## src/l4cs_pkg.sv

```systemverilog
// shared types, constants and ones' complement helper for the checksum recompute block
package l4cs_pkg;

	// fixed word positions inside the ip header
	localparam logic [15:0] POS_VER_IHL    = 16'd0;
	localparam logic [15:0] POS_PROTO      = 16'd4;
	localparam logic [15:0] POS_CHECK      = 16'd5;
	localparam logic [15:0] POS_SADDR_LO   = 16'd6;
	localparam logic [15:0] POS_DADDR_HI   = 16'd9;
	localparam logic [15:0] POS_MAX        = 16'hffff;

	// checksum word offsets inside the transport segment
	localparam logic [15:0] OFF_TCP_CSUM   = 16'd8;
	localparam logic [15:0] OFF_UDP_CSUM   = 16'd3;

	// protocol numbers
	localparam logic [7:0]  PROTO_TCP      = 8'd6;
	localparam logic [7:0]  PROTO_UDP      = 8'd17;

	// smallest legal header, in 16-bit words
	localparam logic [4:0]  MIN_HDR_WORDS  = 5'd10;

	// last_word_bytes code for a single valid byte
	localparam logic [1:0]  LAST_BYTES_ONE = 2'd1;

	typedef enum logic [1:0] {
		KIND_NONE = 2'd0,
		KIND_TCP  = 2'd1,
		KIND_UDP  = 2'd2
	} kind_t;

	// sums and flags of one finished packet
	typedef struct packed {
		logic [15:0] hdr_sum;
		logic [15:0] seg_sum;
		logic [7:0]  proto;
		logic [15:0] seg_bytes;
		kind_t       kind;
		logic        err;
	} fin_t;

	// 16-bit end-around-carry addition
	function automatic logic [15:0] oc_add(input logic [15:0] a, input logic [15:0] b);
		logic [16:0] s;
		s = {1'b0, a} + {1'b0, b};
		return s[15:0] + {15'd0, s[16]};
	endfunction

endpackage

```

## src/l4cs_accum.sv

```systemverilog
// per-word accumulator: header and segment sums, position and protocol tracking
module l4cs_accum (
	input  logic              clk,
	input  logic              arst_n,
	input  logic              take,
	input  logic [15:0]       word,
	input  logic              last,
	input  logic              odd,
	output l4cs_pkg::fin_t    fin
);

	logic [15:0] pos_q;
	logic [4:0]  hdr_words_q;
	logic [7:0]  proto_q;
	logic [15:0] hdr_sum_q;
	logic [15:0] seg_sum_q;
	logic [15:0] seg_bytes_q;

	logic [15:0] w;
	logic [4:0]  hw_eff;
	logic [7:0]  proto_eff;
	l4cs_pkg::kind_t kind;
	logic        in_hdr;
	logic [15:0] off;
	logic        skip;
	logic [15:0] hdr_sum_nx;
	logic [15:0] seg_sum_nx;
	logic [15:0] seg_bytes_nx;
	logic [17:0] total;
	logic [17:0] twice_hw;

	// pad an odd last byte and pick up header length and protocol as they pass
	always_comb begin
		w         = odd ? {word[15:8], 8'h00} : word;
		hw_eff    = (pos_q == l4cs_pkg::POS_VER_IHL) ? {w[11:8], 1'b0} : hdr_words_q;
		proto_eff = (pos_q == l4cs_pkg::POS_PROTO) ? w[7:0] : proto_q;
		case (proto_eff)
			l4cs_pkg::PROTO_TCP: kind = l4cs_pkg::KIND_TCP;
			l4cs_pkg::PROTO_UDP: kind = l4cs_pkg::KIND_UDP;
			default:             kind = l4cs_pkg::KIND_NONE;
		endcase
	end

	// running sums
	always_comb begin
		in_hdr = pos_q < {11'd0, hw_eff};
		off    = pos_q - {11'd0, hw_eff};
		skip   = (kind == l4cs_pkg::KIND_TCP && off == l4cs_pkg::OFF_TCP_CSUM) ||
			(kind == l4cs_pkg::KIND_UDP && off == l4cs_pkg::OFF_UDP_CSUM);
		hdr_sum_nx   = hdr_sum_q;
		seg_sum_nx   = seg_sum_q;
		seg_bytes_nx = seg_bytes_q;
		if (in_hdr) begin
			if (pos_q != l4cs_pkg::POS_CHECK) begin
				hdr_sum_nx = l4cs_pkg::oc_add(hdr_sum_q, w);
			end
			if (pos_q >= l4cs_pkg::POS_SADDR_LO && pos_q <= l4cs_pkg::POS_DADDR_HI) begin
				seg_sum_nx = l4cs_pkg::oc_add(seg_sum_q, w);
			end
		end else begin
			if (!skip) begin
				seg_sum_nx = l4cs_pkg::oc_add(seg_sum_q, w);
			end
			seg_bytes_nx = seg_bytes_q + {14'd0, ~odd, odd};
		end
	end

	// length checks on the final word
	always_comb begin
		total    = {1'b0, pos_q, 1'b0} + {16'd0, ~odd, odd};
		twice_hw = {12'd0, hw_eff, 1'b0};
		fin.hdr_sum   = hdr_sum_nx;
		fin.seg_sum   = seg_sum_nx;
		fin.proto     = proto_eff;
		fin.seg_bytes = seg_bytes_nx;
		fin.kind      = kind;
		fin.err       = (hw_eff < l4cs_pkg::MIN_HDR_WORDS) || (total < twice_hw);
	end

	// packet state, cleared after each final word
	always_ff @(posedge clk or negedge arst_n) begin
		if (!arst_n) begin
			pos_q       <= '0;
			hdr_words_q <= '0;
			proto_q     <= '0;
			hdr_sum_q   <= '0;
			seg_sum_q   <= '0;
			seg_bytes_q <= '0;
		end else if (take) begin
			if (last) begin
				pos_q       <= '0;
				hdr_words_q <= '0;
				proto_q     <= '0;
				hdr_sum_q   <= '0;
				seg_sum_q   <= '0;
				seg_bytes_q <= '0;
			end else begin
				if (pos_q != l4cs_pkg::POS_MAX) begin
					pos_q <= pos_q + 16'd1;
				end
				hdr_words_q <= hw_eff;
				proto_q     <= proto_eff;
				hdr_sum_q   <= hdr_sum_nx;
				seg_sum_q   <= seg_sum_nx;
				seg_bytes_q <= seg_bytes_nx;
			end
		end
	end

`ifndef SYNTHESIS
	// a final word leaves a clean state for the next packet
	a_clear_after_last: assert property (@(posedge clk) disable iff (!arst_n)
		take && last |=> pos_q == '0 && hdr_sum_q == '0 && seg_sum_q == '0 &&
		seg_bytes_q == '0)
		else $error("packet state not cleared after final word");

	// position steps by one per non-final word until it saturates
	a_pos_step: assert property (@(posedge clk) disable iff (!arst_n)
		take && !last && pos_q != l4cs_pkg::POS_MAX |=> pos_q == $past(pos_q) + 16'd1)
		else $error("word position did not advance");

	// state holds while no word is taken
	a_hold_idle: assert property (@(posedge clk) disable iff (!arst_n)
		!take |=> $stable(pos_q) && $stable(hdr_sum_q) && $stable(seg_sum_q) &&
		$stable(seg_bytes_q))
		else $error("packet state changed without a word");
`endif

endmodule

```

## src/ipv4_l4_checksum_recompute.sv

```systemverilog
// top level: ipv4 header and tcp/udp checksum recompute over a word stream
//
// Input stream: one 16-bit packet word per transaction, first byte in the
// high half; tlast marks the final word of a packet and tuser gives the
// valid bytes in that word (1 means the low byte is padding).
// Output stream: one transaction per packet, after its final word, with the
// recomputed header checksum, the transport checksum, the transport kind
// and an error flag (header length under 10 16-bit words or packet cut short).
// The result passes through the input register, the packet result register
// and the output register.
// Throughput: one word per cycle while the output is not stalled; the single
// end-around-carry add per sum sets the per-word path, so back-to-back packets run at full rate.
// Reset clears all packet state and empties the pipeline.
// While the receiver stalls, non-final words keep flowing into the sums;
// a final word waits in the input register only once both the result
// register and the output register are full.
module ipv4_l4_checksum_recompute (
	input  logic        clk,
	input  logic        arst_n,
	input  logic        s_axis_tvalid,
	output logic        s_axis_tready,
	input  logic [15:0] s_axis_tdata,   // [15:0] packet_word
	input  logic        s_axis_tlast,
	input  logic [1:0]  s_axis_tuser,   // [1:0] last_word_bytes
	output logic        m_axis_tvalid,
	input  logic        m_axis_tready,
	output logic [31:0] m_axis_tdata,   // [15:0] ip_header_checksum, [31:16] transport_checksum
	output logic [2:0]  m_axis_tuser    // [1:0] transport_kind, [2] packet_error
);

	logic            in_valid_s1;
	logic [15:0]     word_s1;
	logic            last_s1;
	logic            odd_s1;
	logic            take;
	l4cs_pkg::fin_t  fin_nx;
	logic            fin_valid_s2;
	l4cs_pkg::fin_t  fin_s2;
	logic            s2_ready;
	logic            out_ready;
	logic            out_valid_q;
	logic [31:0]     out_data_q;
	logic [2:0]      out_user_q;
	logic [17:0]     t_sum;
	logic [16:0]     t_fold;
	logic [15:0]     t_res;
	logic [15:0]     ip_csum;
	logic [15:0]     tr_csum;
	l4cs_pkg::kind_t kind_out;

	// stage handshakes
	assign out_ready     = !out_valid_q || m_axis_tready;
	assign s2_ready      = !fin_valid_s2 || out_ready;
	assign take          = in_valid_s1 && (!last_s1 || s2_ready);
	assign s_axis_tready = !in_valid_s1 || take;

	// input register
	always_ff @(posedge clk or negedge arst_n) begin
		if (!arst_n) begin
			in_valid_s1 <= 1'b0;
		end else if (s_axis_tready) begin
			in_valid_s1 <= s_axis_tvalid;
		end
	end

	always_ff @(posedge clk) begin
		if (s_axis_tvalid && s_axis_tready) begin
			word_s1 <= s_axis_tdata;
			last_s1 <= s_axis_tlast;
			odd_s1  <= s_axis_tlast && (s_axis_tuser == l4cs_pkg::LAST_BYTES_ONE);
		end
	end

	l4cs_accum u_accum (
		.clk    (clk),
		.arst_n (arst_n),
		.take   (take),
		.word   (word_s1),
		.last   (last_s1),
		.odd    (odd_s1),
		.fin    (fin_nx)
	);

	// packet result register
	always_ff @(posedge clk or negedge arst_n) begin
		if (!arst_n) begin
			fin_valid_s2 <= 1'b0;
		end else if (s2_ready) begin
			fin_valid_s2 <= take && last_s1;
		end
	end

	always_ff @(posedge clk) begin
		if (take && last_s1) begin
			fin_s2 <= fin_nx;
		end
	end

	// pseudo-header protocol and length folded into the segment sum
	always_comb begin
		t_sum  = {2'd0, fin_s2.seg_sum} + {10'd0, fin_s2.proto} + {2'd0, fin_s2.seg_bytes};
		t_fold = {1'b0, t_sum[15:0]} + {15'd0, t_sum[17:16]};
		t_res  = t_fold[15:0] + {15'd0, t_fold[16]};
		ip_csum  = '0;
		tr_csum  = '0;
		kind_out = l4cs_pkg::KIND_NONE;
		if (!fin_s2.err) begin
			ip_csum = ~fin_s2.hdr_sum;
			if (fin_s2.kind != l4cs_pkg::KIND_NONE) begin
				tr_csum  = ~t_res;
				kind_out = fin_s2.kind;
			end
		end
	end

	// output register
	always_ff @(posedge clk or negedge arst_n) begin
		if (!arst_n) begin
			out_valid_q <= 1'b0;
		end else if (out_ready) begin
			out_valid_q <= fin_valid_s2;
		end
	end

	always_ff @(posedge clk) begin
		if (out_ready && fin_valid_s2) begin
			out_data_q <= {tr_csum, ip_csum};
			out_user_q <= {fin_s2.err, kind_out};
		end
	end

	assign m_axis_tvalid = out_valid_q;
	assign m_axis_tdata  = out_data_q;
	assign m_axis_tuser  = out_user_q;

`ifndef SYNTHESIS
	// an errored packet carries no checksums and no kind
	a_err_zero: assert property (@(posedge clk) disable iff (!arst_n)
		m_axis_tvalid && m_axis_tuser[2] |-> m_axis_tdata == '0 &&
		m_axis_tuser[1:0] == l4cs_pkg::KIND_NONE)
		else $error("error result carries nonzero fields");

	// no transport kind means no transport checksum
	a_kind_none: assert property (@(posedge clk) disable iff (!arst_n)
		m_axis_tvalid && m_axis_tuser[1:0] == l4cs_pkg::KIND_NONE |->
		m_axis_tdata[31:16] == '0)
		else $error("transport checksum without transport kind");

	// a packet result waiting on a full output register is held
	a_s2_hold: assert property (@(posedge clk) disable iff (!arst_n)
		fin_valid_s2 && !out_ready |=> fin_valid_s2 && $stable(fin_s2))
		else $error("packet result lost while stalled");
`endif

endmodule
```

## config.mk

```make
export PLATFORM = sky130hd
export DESIGN_NAME = ipv4_l4_checksum_recompute
export DESIGN_NICKNAME = d
export VERILOG_FILES = /design/src/l4cs_pkg.sv /design/src/l4cs_accum.sv /design/src/ipv4_l4_checksum_recompute.sv
export SDC_FILE = /design/constraint.sdc
export NUM_CORES = 1
export LEC_CHECK = 0
export BUFFER_PORTS_ARGS = -buffer_cell sky130_fd_sc_hd__buf_2
export CORE_MARGIN = 4
export CORE_UTILIZATION = 50
export CTS_CLUSTER_SIZE = 30
export DETAILED_ROUTE_END_ITERATION = 12
export GPL_ROUTABILITY_DRIVEN = 0
export GPL_TIMING_DRIVEN = 0
export PLACE_DENSITY = 0.73
export REMOVE_ABC_BUFFERS = 1
export SYNTH_ARGS = -nofsm -noshare
export SYNTH_HDL_FRONTEND = slang
export SYNTH_SLANG_ARGS = --single-unit
export TNS_END_PERCENT = 30
```

## constraint.sdc

```tcl
create_clock -name clk -period 7.4 [get_ports clk]
set_input_delay 1.11 -clock clk [delete_from_list [all_inputs] [get_ports clk]]
set_output_delay 1.11 -clock clk [all_outputs]
set_load 0.05 [all_outputs]
```

==> flow_metrics.py <==
metrics = {
    "drt": {
        "routed_wl_um": 28600,
        "vias": 9650,
        "final_antenna_net_count": 0,
        "wl_per_cell_um": 17.7,
        "drt_pass1_iterations": 5,
        "drc": 0,
        "viasPerCell": 5.98,
        "drt_iter0_markers": 656,
    },
    "yosys": {
        "synth-seq-cells": 192,
        "synth-edff-count": 112,
        "synth.largest_area_cell": "edfxtp_1",
        "ys_types": 80,
        "synthTopCellsByArea": "edfxtp_1, dfrtp_1, ha_1",
        "ys_seq_area_frac": 0.426,
        "syn_inst": 1239,
        "async_flop_share": 0.417,
        "synth_ff_type": "edfxtp_1",
        "synth_top_area_share": 0.267,
        "yosysWarnings": 0,
        "syn_area_um2": 12600,
        "avgSynthCellArea_um2": 10.2,
    },
    "sta": {
        "fin_crit_ns": 6.74,
        "drv_slew": 0,
        "rsz0062_at_grt": "false",
        "final.setup.tns_ns": 0,
        "hold_violations": 0,
        "slew_headroom": 0.0229,
        "fin_crit_sh": 0.910,
        "worstMarginPinSlew_ns": 1.46,
        "setup_viol": 0,
        "fin_skew_ns": 0.0144,
        "clock.fmax_ghz": 0.148,
    },
    "finish": {
        "layout.cells.non_filler": 1613,
        "areaGrowthSynthToFinish_pct": 10.0,
        "multi_input_area_um2": 6940,
        "final_common_cell": "nor2_1",
        "final_cell_mix": "nor2_1, edfxtp_1, nand2_1",
        "seq_area_um2": 5370,
        "finalNetCount": 1389,
        "fill_cells": 2113,
        "n_antenna_cell": 0,
        "drive_above_1_share": 0.125,
    },
    "floorplan": {
        "ios": 60,
        "start_util": 0.514,
        "die_h_um": 167,
        "rows": 57,
        "die_area_um2": 27800,
        "core-area_um2": 24500,
        "die_w_um": 167,
    },
    "setup_path": {
        "crit_family": "simple AND/OR/NAND/NOR gates",
        "start_kind": "register",
        "critPathMaxFanout": 5,
        "endpoint_kind": "register",
        "worstPathRequired_ns": 7.54,
        "crit_buf_inv": 0,
        "cpMostUsedCell": "nor2_1",
        "cp.depth": 27,
        "crit_path_max_incr_delay_ns": 0.54,
        "crit_slowest_cell": "fa_1",
        "cp.arrival_ns": 6.88,
        "r2r_cells": 27,
        "crit_type": "reg -> reg",
    },
    "power_and_ir_drop": {
        "p_leak_uw": 0.00574,
        "p_per_area_nw_per_um2": 347,
        "peakVddDrop_uv": 171,
    },
    "cts": {
        "post_cts_resized": 0,
        "cts_hold_buffers": 0,
        "clk_latency_ns": 0.44,
        "root_buffer": "clkbuf_16",
        "cts_tree": "yes",
        "cts.sinks": 192,
        "path_clk_slew_ns": 0.08,
        "clk_path_buf_depth": 2,
        "cts_setup_buffers": 0,
        "cts_htree_levels": 4,
        "cts_made_buffers": 17,
    },
    "outcome": {
        "status": "completed",
    },
    "run": {
        "max-cap-violations": 0,
    },
    "global_route": {
        "antenna_found_initial": 0,
        "grt.total_usage": 0.206,
        "grt_overflow": 0,
        "grt_first_pass_wirelength_um": 47600,
        "grt_pass1_vias": 9323,
        "grt_max_degree": 66,
    },
    "placed_design": {
        "dp_hpwl_um": 20700,
        "place_inst": 1581,
        "portBuffers": 59,
    },
    "min_path": {
        "holdPathStages": 1,
        "hold_class": "reg -> reg",
    },
}
==> cells in the mapped netlist (all sizes together), types with 11 or more instances <==
cell type / n
nand2: 95
fa: 13
mux2: 28
a21oi: 52
nor2: 115
xor2: 44
nor2b: 19
a21o: 23
and3: 16
nor3b: 12
o31ai: 11
nand3: 38
nand2b: 14
dfrtp: 80
inv: 38
clkbuf: 31
o21ai: 71
edfxtp: 112
buf: 17
xnor2: 54
ha: 77
nor3: 36
nand4: 25
or3: 16
a22o: 26
nor4: 20
o21a: 11
==> worst register-to-register path: stages (launching register included) <==
cell       delay [ns]
edfxtp_1         0.42
fa_1             0.54
ha_1             0.34
a211oi_1         0.31
o21bai_1         0.16
a21oi_1          0.26
o31ai_2          0.17
a41o_1           0.30
nor2_1           0.10
nor2_1           0.05
nor2_1           0.11
xnor2_1          0.17
ha_1             0.23
fa_1             0.21
nor3b_1          0.29
nand3_1          0.19
nor3_2           0.35
nand4_1          0.24
nor4_1           0.34
ha_1             0.21
and3_1           0.17
nand2b_1         0.10
nor3_1           0.28
nand3_1          0.23
a2111oi_4        0.36
nand3_1          0.15
xnor2_1          0.15
nor2_1           0.05
==> metrics by stage <==
| step | hold WS (ns) | cell area, um^2 | total power [uW] | worst slack, ns | utilization |
|---|---|---|---|---|---|
| after global routing | 0.519 | 13900 | 5170 | 0.0748 | 0.565 |
| after CTS | 0.491 | 13800 | 4800 | 0.260 | 0.564 |
| after floorplan | 0.449 | 12400 | 3360 | 0.107 | - |
| after global placement | 0.462 | 13100 | 3800 | -3.38 | 0.533 |
| after detailed placement | 0.475 | 13300 | 3880 | 0.278 | 0.541 |
| final | 0.486 | 13900 | 4820 | 0.662 | 0.565 |
==> kinds of logic (layout without fill, tap and decap cells) <==
family                     count (synthesis)  in the layout  share of synthesized area
xor gates and xnor gates                 100            100                     0.0717
buffers and inverters                     86            136                     0.0288
adders and majority gates                 91             91                     0.0979
AOI/OAI and AO/OA                        291            291                      0.163
DFF                                      192            192                      0.426
and+or+nand+nor                          443            443                      0.179
muxes                                     36             36                     0.0341
==> flip-flops by register name, summed over array words and instances, names as in the netlist, 3 cells and up <==
register	cells
m_axis_tdata	32
word_s1	16
u_accum.pos_q	16
u_accum.seg_sum_q	16
u_accum.seg_bytes_q	16
u_accum.hdr_sum_q	16
fin_s2	59
u_accum.hdr_words_q	5
m_axis_tuser	3
u_accum.proto_q	8
==> metal layers <==
metal	GRT usage	up-vias	share of wire	wire length, um
met5	0	-	0	0
met4	0.0573	0	0.015	442
met3	0.0261	30	0.044	1260
met2	0.334	271	0.46	13300
met1	0.294	4656	0.48	13600
li1	-	4693	-	-
==> report_power, final <==
group	switching [uW]	total (uW)	internal, uW
logic	1400	2390	983
clock network	446	899	454
registers	145	1530	1390
==> final cells by class <==
class                           instances  share of cell area
Clock inverter                         13             0.00848
Tap cell                              324              0.0292
Timing Repair Buffer                   66              0.0332
Inverter                               38              0.0103
Clock buffer                           19              0.0319
Sequential cell                       192               0.387
Multi-Input combinational cell        961               0.500
==> final timing paths <==
path                                        startpoint                endpoint  slack, ns
worst min register to register  u_accum.hdr_words_q[0]  u_accum.hdr_words_q[0]       0.49
worst max-delay path                         fin_s2[5]        m_axis_tdata[29]       0.66
worst max register to register               fin_s2[5]        m_axis_tdata[29]       0.66
max in group asynchronous                       arst_n  u_accum.hdr_words_q[3]       6.17
min in group asynchronous                       arst_n    u_accum.hdr_sum_q[6]       0.59
worst min-delay path            u_accum.hdr_words_q[0]  u_accum.hdr_words_q[0]       0.49
Power figures use the tool's default switching activity.
